[config.mk]
export PLATFORM = sky130hd
export DESIGN_NAME = cpf_div
export DESIGN_NICKNAME = d
export VERILOG_FILES = /design/src/rtl/core/cpf_pkg.sv /design/src/rtl/core/cpf_div.sv
export SDC_FILE = /design/constraint.sdc
export NUM_CORES = 1
export LEC_CHECK = 0
export BUFFER_PORTS_ARGS = -buffer_cell sky130_fd_sc_hd__buf_2
export CORE_AREA = 2 2 137 139
export CTS_CLUSTER_DIAMETER = 30
export CTS_CLUSTER_SIZE = 14
export DETAILED_ROUTE_END_ITERATION = 6
export DIE_AREA = 0 0 139 141
export GPL_TIMING_DRIVEN = 1
export PLACE_DENSITY = 0.73
export SYNTH_ARGS = -nofsm -noshare
export SYNTH_HDL_FRONTEND = slang
export SYNTH_SLANG_ARGS = --single-unit
[constraint.sdc]
create_clock -name clk -period 3.03 [get_ports clk]
set_input_delay 0.606 -clock clk [delete_from_list [all_inputs] [get_ports clk]]
set_output_delay 0.606 -clock clk [all_outputs]
set_load 0.05 [all_outputs]
[src/rtl/core/cpf_pkg.sv]
`default_nettype none
package cpf_pkg;

  // Template and ring depth, and datapath widths
  localparam int unsigned MaxTaps   = 1024;
  localparam int unsigned AddrBits  = 10;
  localparam int unsigned LenBits   = 11;
  localparam int unsigned CountBits = 25;
  localparam int unsigned StartBits = 24;
  localparam int unsigned MagBits   = 41;
  localparam int unsigned AccBits   = 42;
  localparam int unsigned NumBits   = 48;
  localparam int unsigned DenBits   = 44;
  localparam int unsigned PosBits   = 32;

  // Input actions
  localparam logic [1:0] ACT_TAP    = 2'd0;
  localparam logic [1:0] ACT_SAMPLE = 2'd1;
  localparam logic [1:0] ACT_END    = 2'd2;

  // Configuration register indexes
  localparam logic [1:0] CFG_TEMPLATE_LENGTH = 2'd0;
  localparam logic [1:0] CFG_SEARCH_START    = 2'd1;
  localparam logic [1:0] CFG_SEARCH_END      = 2'd2;

  // Neighbor flag bits
  localparam int unsigned FLAG_LEFT  = 0;
  localparam int unsigned FLAG_RIGHT = 1;
  localparam int unsigned FLAG_PREV  = 2;

  typedef enum logic [2:0] {
    ST_IDLE,
    ST_MAC,
    ST_DRAIN,
    ST_UPDATE,
    ST_DIV_SETUP,
    ST_DIV,
    ST_FIN
  } state_t;

  // Divider handshake toward the controller
  typedef struct packed {
    logic busy;
    logic done;
  } div_status_t;

endpackage
`default_nettype wire

[src/rtl/core/cpf_div.sv]
`default_nettype none
// Restoring divider, one quotient bit per cycle, signed result truncated to zero
module cpf_div (
  input  wire logic                                clk,
  input  wire logic                                rst,
  input  wire logic                                start,
  input  wire logic [cpf_pkg::NumBits-1:0]         num_mag,
  input  wire logic [cpf_pkg::DenBits-1:0]         den_mag,
  input  wire logic                                neg,
  output cpf_pkg::div_status_t                     status,
  output logic      [cpf_pkg::PosBits-1:0]         quot
);

  localparam int unsigned CntBits = $clog2(cpf_pkg::NumBits + 1);

  logic [cpf_pkg::DenBits-1:0] rem;
  logic [cpf_pkg::NumBits-1:0] q;
  logic [cpf_pkg::DenBits-1:0] dmag;
  logic                        sign;
  logic [CntBits-1:0]          cnt;
  logic                        busy;
  logic                        done;
  logic [cpf_pkg::DenBits:0]   rem_sh;
  logic [cpf_pkg::DenBits:0]   rem_sub;

  // Shift in the next numerator bit and trial-subtract
  always_comb begin
    rem_sh  = {rem, q[cpf_pkg::NumBits-1]};
    rem_sub = rem_sh - {1'b0, dmag};
  end

  always_ff @(posedge clk) begin
    if (rst) begin
      busy <= 1'b0;
      done <= 1'b0;
      cnt  <= '0;
    end else begin
      done <= 1'b0;
      if (start) begin
        busy <= 1'b1;
        cnt  <= CntBits'(cpf_pkg::NumBits);
      end else if (busy) begin
        cnt <= cnt - CntBits'(1);
        if (cnt == CntBits'(1)) begin
          busy <= 1'b0;
          done <= 1'b1;
        end
      end
    end
  end

  always_ff @(posedge clk) begin
    if (start) begin
      rem  <= '0;
      q    <= num_mag;
      dmag <= den_mag;
      sign <= neg;
    end else if (busy) begin
      if (!rem_sub[cpf_pkg::DenBits]) begin
        rem <= rem_sub[cpf_pkg::DenBits-1:0];
        q   <= {q[cpf_pkg::NumBits-2:0], 1'b1};
      end else begin
        rem <= rem_sh[cpf_pkg::DenBits-1:0];
        q   <= {q[cpf_pkg::NumBits-2:0], 1'b0};
      end
    end
  end

  assign status.busy = busy;
  assign status.done = done;
  assign quot = sign ? (cpf_pkg::PosBits'(0) - q[cpf_pkg::PosBits-1:0])
                     : q[cpf_pkg::PosBits-1:0];

endmodule
`default_nettype wire

==> results of run 1 <==
## cells by family (layout without fill, tap and decap cells)
family | after synthesis | count (layout) | share of synthesized area
multiplexers | 73 | 73 | 0.08875
AO/OA/AOI/OAI | 216 | 216 | 0.1628
flip-flops | 145 | 145 | 0.4323
XOR/XNOR | 75 | 75 | 0.07408
buffers and inverters | 112 | 354 | 0.05150
AND/OR/NAND/NOR | 219 | 219 | 0.1219
adder cells (fa/ha/maj) | 48 | 48 | 0.06858
## where the power goes
part	switching [W]	leakage [nW]	internal (W)
sequential	0.000136	1.35	0.00231
clock	0.000930	0.289	0.00117
combinational	0.00139	3.47	0.00116
total	0.00246	5.12	0.00464
## metal layers
layer,up-vias,GRT usage
li1,3707,-
met1,3602,0.2908
met2,219,0.3819
met3,37,0.04789
met4,0,0.07656
met5,-,0
## through the flow
stage                       util  worst slack [ns]  power (W)
after global routing      0.6698            -1.144   0.007425
after CTS                 0.6492            -1.021   0.006972
after floorplan                -           -0.4441   0.003895
after detailed placement  0.5790           -0.6747   0.004526
final                     0.6698           -0.9940   0.007101
after global placement    0.5790           -0.6303   0.004490
## timing repair
item / CTS / global route
resized for setup: 120 / 77
pin swaps: 48 / 44
buffers inserted: 22 / 12
endpoints found under the setup margin: 68 / 71
hold buffers: 0 / 0
gates cloned: 2 / 0
## worst max path at each step
stage | endpoint | slack, ns
finish | quot[29] | -0.99
global route | quot[29] | -1.14
CTS | quot[31] | -1.02
detailed placement | quot[31] | -0.67
global placement | quot[31] | -0.63
floorplan | quot[29] | -0.44
## area by class of cell
cell class	instances	area, um^2	area share
inverter	62	235.2	0.01922
sequential	145	3835	0.3134
clock inverter	15	163.9	0.01340
timing repair buffer	260	1912	0.1563
multi-input combinational	631	5371	0.4390
tap	234	292.8	0.02393
clock buffer	17	425.4	0.03477
## state kept, by name, summed over array words and instances, names as in the netlist
register and cells:
q 48, busy 1, cnt 6, sign 1, dmag 44, done 1
rem 44
## critical path, stage by stage, from the launching register on
cell and delay [ns]:
edfxtp_1 0.40, nor3_2 0.18, nand2_1 0.08, or3_4 0.33, or4_4 0.42, or3_4 0.34, or4_4 0.47, inv_2 0.10
nand2_4 0.07, o31ai_4 0.26, xnor2_4 0.16, buf_6 0.18
## placed cells by master, fill, tap and decap left out, types with 34 or more instances in the layout
master and count:
buf_2 105, edfxtp_1 93, buf_6 34, xnor2_1 40, nor2_1 57, inv_1 58
a21oi_1 49, dfxtp_1 51, nand2_1 55, mux2_2 45, ha_1 44, buf_4 113
## synth_stat cells (all sizes together) (3+ instances only)
| cell type | number |
|---|---|
| nand4 | 11 |
| a211oi | 31 |
| o311ai | 5 |
| edfxtp | 93 |
| a21boi | 3 |
| nand3 | 18 |
| clkbuf | 36 |
| nor2b | 4 |
| and3 | 3 |
| or4 | 5 |
| and2 | 4 |
| nor4 | 4 |
| a311oi | 7 |
| inv | 62 |
| xnor2 | 60 |
| xor2 | 15 |
| or3 | 7 |
| o2111ai | 4 |
| nor3 | 14 |
| o21a | 8 |
| ha | 47 |
| o21ai | 40 |
| dfxtp | 52 |
| nand2 | 67 |
| nor2 | 58 |
| a21o | 17 |
| a31oi | 6 |
| o21bai | 4 |
| or2 | 3 |
| nand2b | 11 |
| o211ai | 9 |
| o41ai | 4 |
| a21oi | 54 |
| mux2i | 28 |
| mux2 | 45 |
| nor4b | 4 |
| o31ai | 12 |
| buf | 14 |
==> impl_metrics.json, run 1 <==
{
  "clock-root-buffer": "clkbuf_16",
  "setup_viol": 38,
  "top_layer": "met4",
  "hp-start": "den_mag[38]",
  "stdcell_area_mm2": 0.01224,
  "synth.net_count": 1032,
  "drt_wl_total_um": 23000,
  "fin_skew_ns": 0.009024,
  "period_share": 1.328,
  "die_w_um": 139,
  "dp_cells": 1303,
  "m1WireLength_um": 10100,
  "grt_pass1_wl_um": 35800,
  "antenna_cells": 0,
  "powerDensity_mw_per_mm2": 580.3,
  "start_util": 0.4854,
  "cts_buffer_depth": 2,
  "synthTopCellsByArea": "edfxtp_1 31%, dfxtp_1 12%, ha_1 6.6%, xnor2_1 5.9%, mux2_2 5.7%",
  "synth_seq_area_share": 0.4323,
  "clk_pin_slew_ns": 0.07,
  "hpwl_um": 15180,
  "drt-initial-drc-count": 348,
  "synth_area_leader_cell": "edfxtp_1",
  "globalplace.congestion": 0.9110,
  "p_leak_nw": 5.116,
  "cts_sinks": 145,
  "maxSlewViolCount": 0,
  "syn_inst": 888,
  "syn2layout_area_growth_pct": 37.99,
  "core_mm2": 0.01827,
  "htreeDepth": 4,
  "clock.fmax_mhz": 248.5,
  "syn_avg_cell_area_um2": 9.986,
  "tightest_slew_ns": 0.8240,
  "fin_cells": 1364,
  "finalSetupTns_ns": -15.26,
  "via_per_inst": 5.546,
  "nets": 1261,
  "grt_pass1_vias": 7293,
  "cp-start-kind": "register",
  "max_slew_margin": 0.4506,
  "vias": 7565,
  "hold_end": "dmag[38]",
  "die_h_um": 141,
  "antenna_found_initial": 0,
  "fill_cells": 1377,
  "violations": "negative setup slack",
  "whs_path_depth": 1,
  "peakVddDrop_v": 0.0004306,
  "worst-r2r-cell-count": 16,
  "crit_fanout": 4,
  "rows": 50,
  "placed_area_mm2": 0.01058,
  "worstPathArrival_ns": 3.42,
  "cp_data_required_time_ns": 2.42,
  "ys_ff_latch": 145,
  "grt-ovfl-total": 0,
  "maxCapViolations": 0,
  "end_kind": "primary output",
  "num_io_pins": 130,
  "startpoint": "q[0]",
  "die_area_mm2": 0.01960,
  "hold_class": "in -> reg",
  "r2r_setup_slack_ns": -0.13,
  "ant_nets": 0,
  "met2_length_um": 11350,
  "finalCriticalPeriod_ns": 4.024,
  "synth_edf_count": 93,
  "synth_top_cell_area_share": 0.3149,
  "setup_ws_ns": -0.9940,
  "ys_async_sr_fraction": 0,
  "reg2reg_to": "rem[4]",
  "cts_tree": "built",
  "hold_viol": 0,
  "port_buffers": 129,
  "yosysUniqueCellTypes": 65,
  "hold_ws_ns": 0.3380,
  "grt_usage": 0.2262,
  "synthFlopType": "edfxtp_1",
  "wl_per_cell_um": 16.86,
  "critPathKind": "reg -> out",
  "r2r_start": "q[47]",
  "firstDrtPassIters": 7,
  "cts_made_buffers": 17,
  "rsz0062_at_grt": "true",
  "ys_warn_count": 0,
  "wl_met3_um": 1090,
  "outcome": "finished, violations left",
  "syn_area_mm2": 0.008867,
  "drc": 0,
  "drive_above_1_share": 0.4080,
  "clkLatencyLatePin_ns": 0.44,
  "grt_max_degree": 55
}
No activity file was read; power rests on OpenSTA's default activity.
==> inputs of run 2 (changes only) <==
--- a/config.mk
+++ b/config.mk
@@ -12,7 +12,7 @@
 export DETAILED_ROUTE_END_ITERATION = 6
 export DIE_AREA = 0 0 139 141
 export GPL_TIMING_DRIVEN = 1
-export PLACE_DENSITY = 0.73
+export PLACE_DENSITY = 0.75
 export SYNTH_ARGS = -nofsm -noshare
 export SYNTH_HDL_FRONTEND = slang
 export SYNTH_SLANG_ARGS = --single-unit
==> impl_metrics.json, run 2 (same netlist as run 1, synthesis figures left out) <==
{
  "hold_viol": 0,
  "syn2layout_area_growth_pct": 37.25,
  "drive_above_1_share": 0.3980,
  "die_w_um": 139,
  "clock-root-buffer": "clkbuf_16",
  "clkLatencyLatePin_ns": 0.43,
  "vias": 7585,
  "pwr-share-comb": 0.363,
  "powerDensity_mw_per_mm2": 576.7,
  "firstDrtPassIters": 5,
  "grt_max_degree": 124,
  "globalplace.congestion": 0.8788,
  "end_kind": "primary output",
  "clk_pin_slew_ns": 0.06,
  "maxSlewViolCount": 0,
  "rows": 50,
  "die_h_um": 141,
  "cts_buffer_depth": 2,
  "worstPathArrival_ns": 3.49,
  "rsz0062_at_grt": "true",
  "port_buffers": 129,
  "drt-initial-drc-count": 468,
  "peakVddDrop_v": 0.0004449,
  "maxCapViolations": 0,
  "pwr-share-clk": 0.288,
  "outcome": "finished, violations left",
  "stdcell_area_mm2": 0.01217,
  "finalCriticalPeriod_ns": 4.092,
  "htreeDepth": 4,
  "fin_cells": 1357,
  "placed_area_mm2": 0.01049,
  "slowest_stage": "or4_4",
  "die_area_mm2": 0.01960,
  "tightest_slew_ns": 0.6829,
  "ant_nets": 0,
  "hold_buffers": 0,
  "setup_ws_ns": -1.062,
  "crit_fanout": 5,
  "finalPower_w": 0.007019,
  "max_slew_margin": 0.5430,
  "power.switching_w": 0.002464,
  "mostFrequentLayoutCells": "105 x buf_4, 104 x buf_2, 93 x edfxtp_1",
  "violations": "negative setup slack",
  "sw_frac_of_total": 0.3511,
  "hpwl_um": 14720,
  "nets": 1254,
  "crit_chain": "buf_4, buf_6, inv_4, ha_4, nand2_2, or3_4, nor2_4, nand2_2, or3_4, or4_4, nand2b_4, o21ai_4, xnor2_2, buf_6",
  "cts_sinks": 145,
  "critPathKind": "reg -> out",
  "dp_cells": 1290,
  "grt-ovfl-total": 0,
  "cts_made_buffers": 17,
  "antenna_found_initial": 0,
  "grt_usage": 0.2319,
  "cp_data_required_time_ns": 2.42,
  "cts_tree": "built",
  "max_stage_delay_ns": 0.50,
  "top_regs": "q (48), dmag (44), rem (44)",
  "via_per_inst": 5.590,
  "setup_viol": 65,
  "grt_pass1_vias": 7302,
  "cp-start-kind": "register",
  "start_util": 0.4854,
  "largest_reg_flops": 48,
  "seq_power_share": 0.349,
  "dpl_worst_slack_ns": -0.6706,
  "antenna_cells": 0,
  "final_common_cell": "buf_4",
  "finalSetupTns_ns": -22.61,
  "fill_cells": 1347,
  "fin_skew_ns": 0.008227,
  "period_share": 1.350,
  "hold_class": "in -> reg",
  "num_io_pins": 130,
  "wl_per_cell_um": 17.12,
  "internal_power_w": 0.004555,
  "p_leak_nw": 5.050,
  "grt_pass1_wl_um": 36530,
  "r2r_setup_slack_ns": -0.22,
  "core_mm2": 0.01827,
  "clock.fmax_mhz": 244.4,
  "drc": 0,
  "drt_wl_total_um": 23230,
  "regMostFlops": "q"
}
[run 2: cell types whose count changed in the layout (fill, tap and decap cells not counted), moves of 4 or more]
cell and change:
buf_4 -8, o21ai_0 +4, o21ai_1 -4, xnor2_1 +4
xnor2_2 -4
[run 2: final timing paths]
| path | from | end | cells past startpoint |
|---|---|---|---|
| max | q[0] | quot[28] | 14 |
| min | den_mag[4] | dmag[4] | 1 |
| max reg2reg | q[47] | rem[4] | 16 |
| min reg2reg | rem[13] | rem[13] | 2 |
[run 2: metal layers]
metal	routed length, um	global-route usage	part of all wire
met5	0	0	0
met4	546	0.08028	0.024
met2	11640	0.4006	0.50
met3	1230	0.05095	0.053
met1	9818	0.2883	0.42
[run 2: power groups by stage]
| stage | Sequential, W | Combinational, W | Clock (W) |
|---|---|---|---|
| after floorplan | 0.00246 | 0.00143 | 0 |
| after global routing | 0.00247 | 0.00272 | 0.00215 |
| after CTS | 0.00244 | 0.00238 | 0.00205 |
| after global placement | 0.00247 | 0.00199 | 0 |
| final | 0.00245 | 0.00255 | 0.00202 |
| after detailed placement | 0.00247 | 0.00202 | 0 |
[run 2: repair_timing]
action	in CTS	in global routing
endpoints found under the setup margin	68	68
resized for setup	126	61
setup buffers	23	13
gates cloned	5	0
pin swaps	54	48
[run 2: critical path: cells and delay by family (launching register included)]
kind | cells | cell delay, ns
simple gates | 7 | 1.65
buf+inv | 4 | 0.53
flops | 1 | 0.41
compound gates | 1 | 0.18
xor+xnor | 1 | 0.16
fa+ha+maj | 1 | 0.13
[run 2: area by class of cell]
class	count	area (um^2)	share of cell area
tap	234	292.8	0.02406
inverter	62	235.2	0.01933
clock buffer	17	425.4	0.03495
multi-input combinational	631	5341	0.4389
timing repair buffer	253	1901	0.1562
clock inverter	15	140.1	0.01151
sequential	145	3835	0.3151
[run 2: metrics by stage]
stage	utilization	hold slack, ns
after detailed placement	0.5743	0.4958
final	0.6662	0.3435
after CTS	0.6486	0.3331
after global routing	0.6662	0.3237
after floorplan	-	0.4616
after global placement	0.5743	0.4852
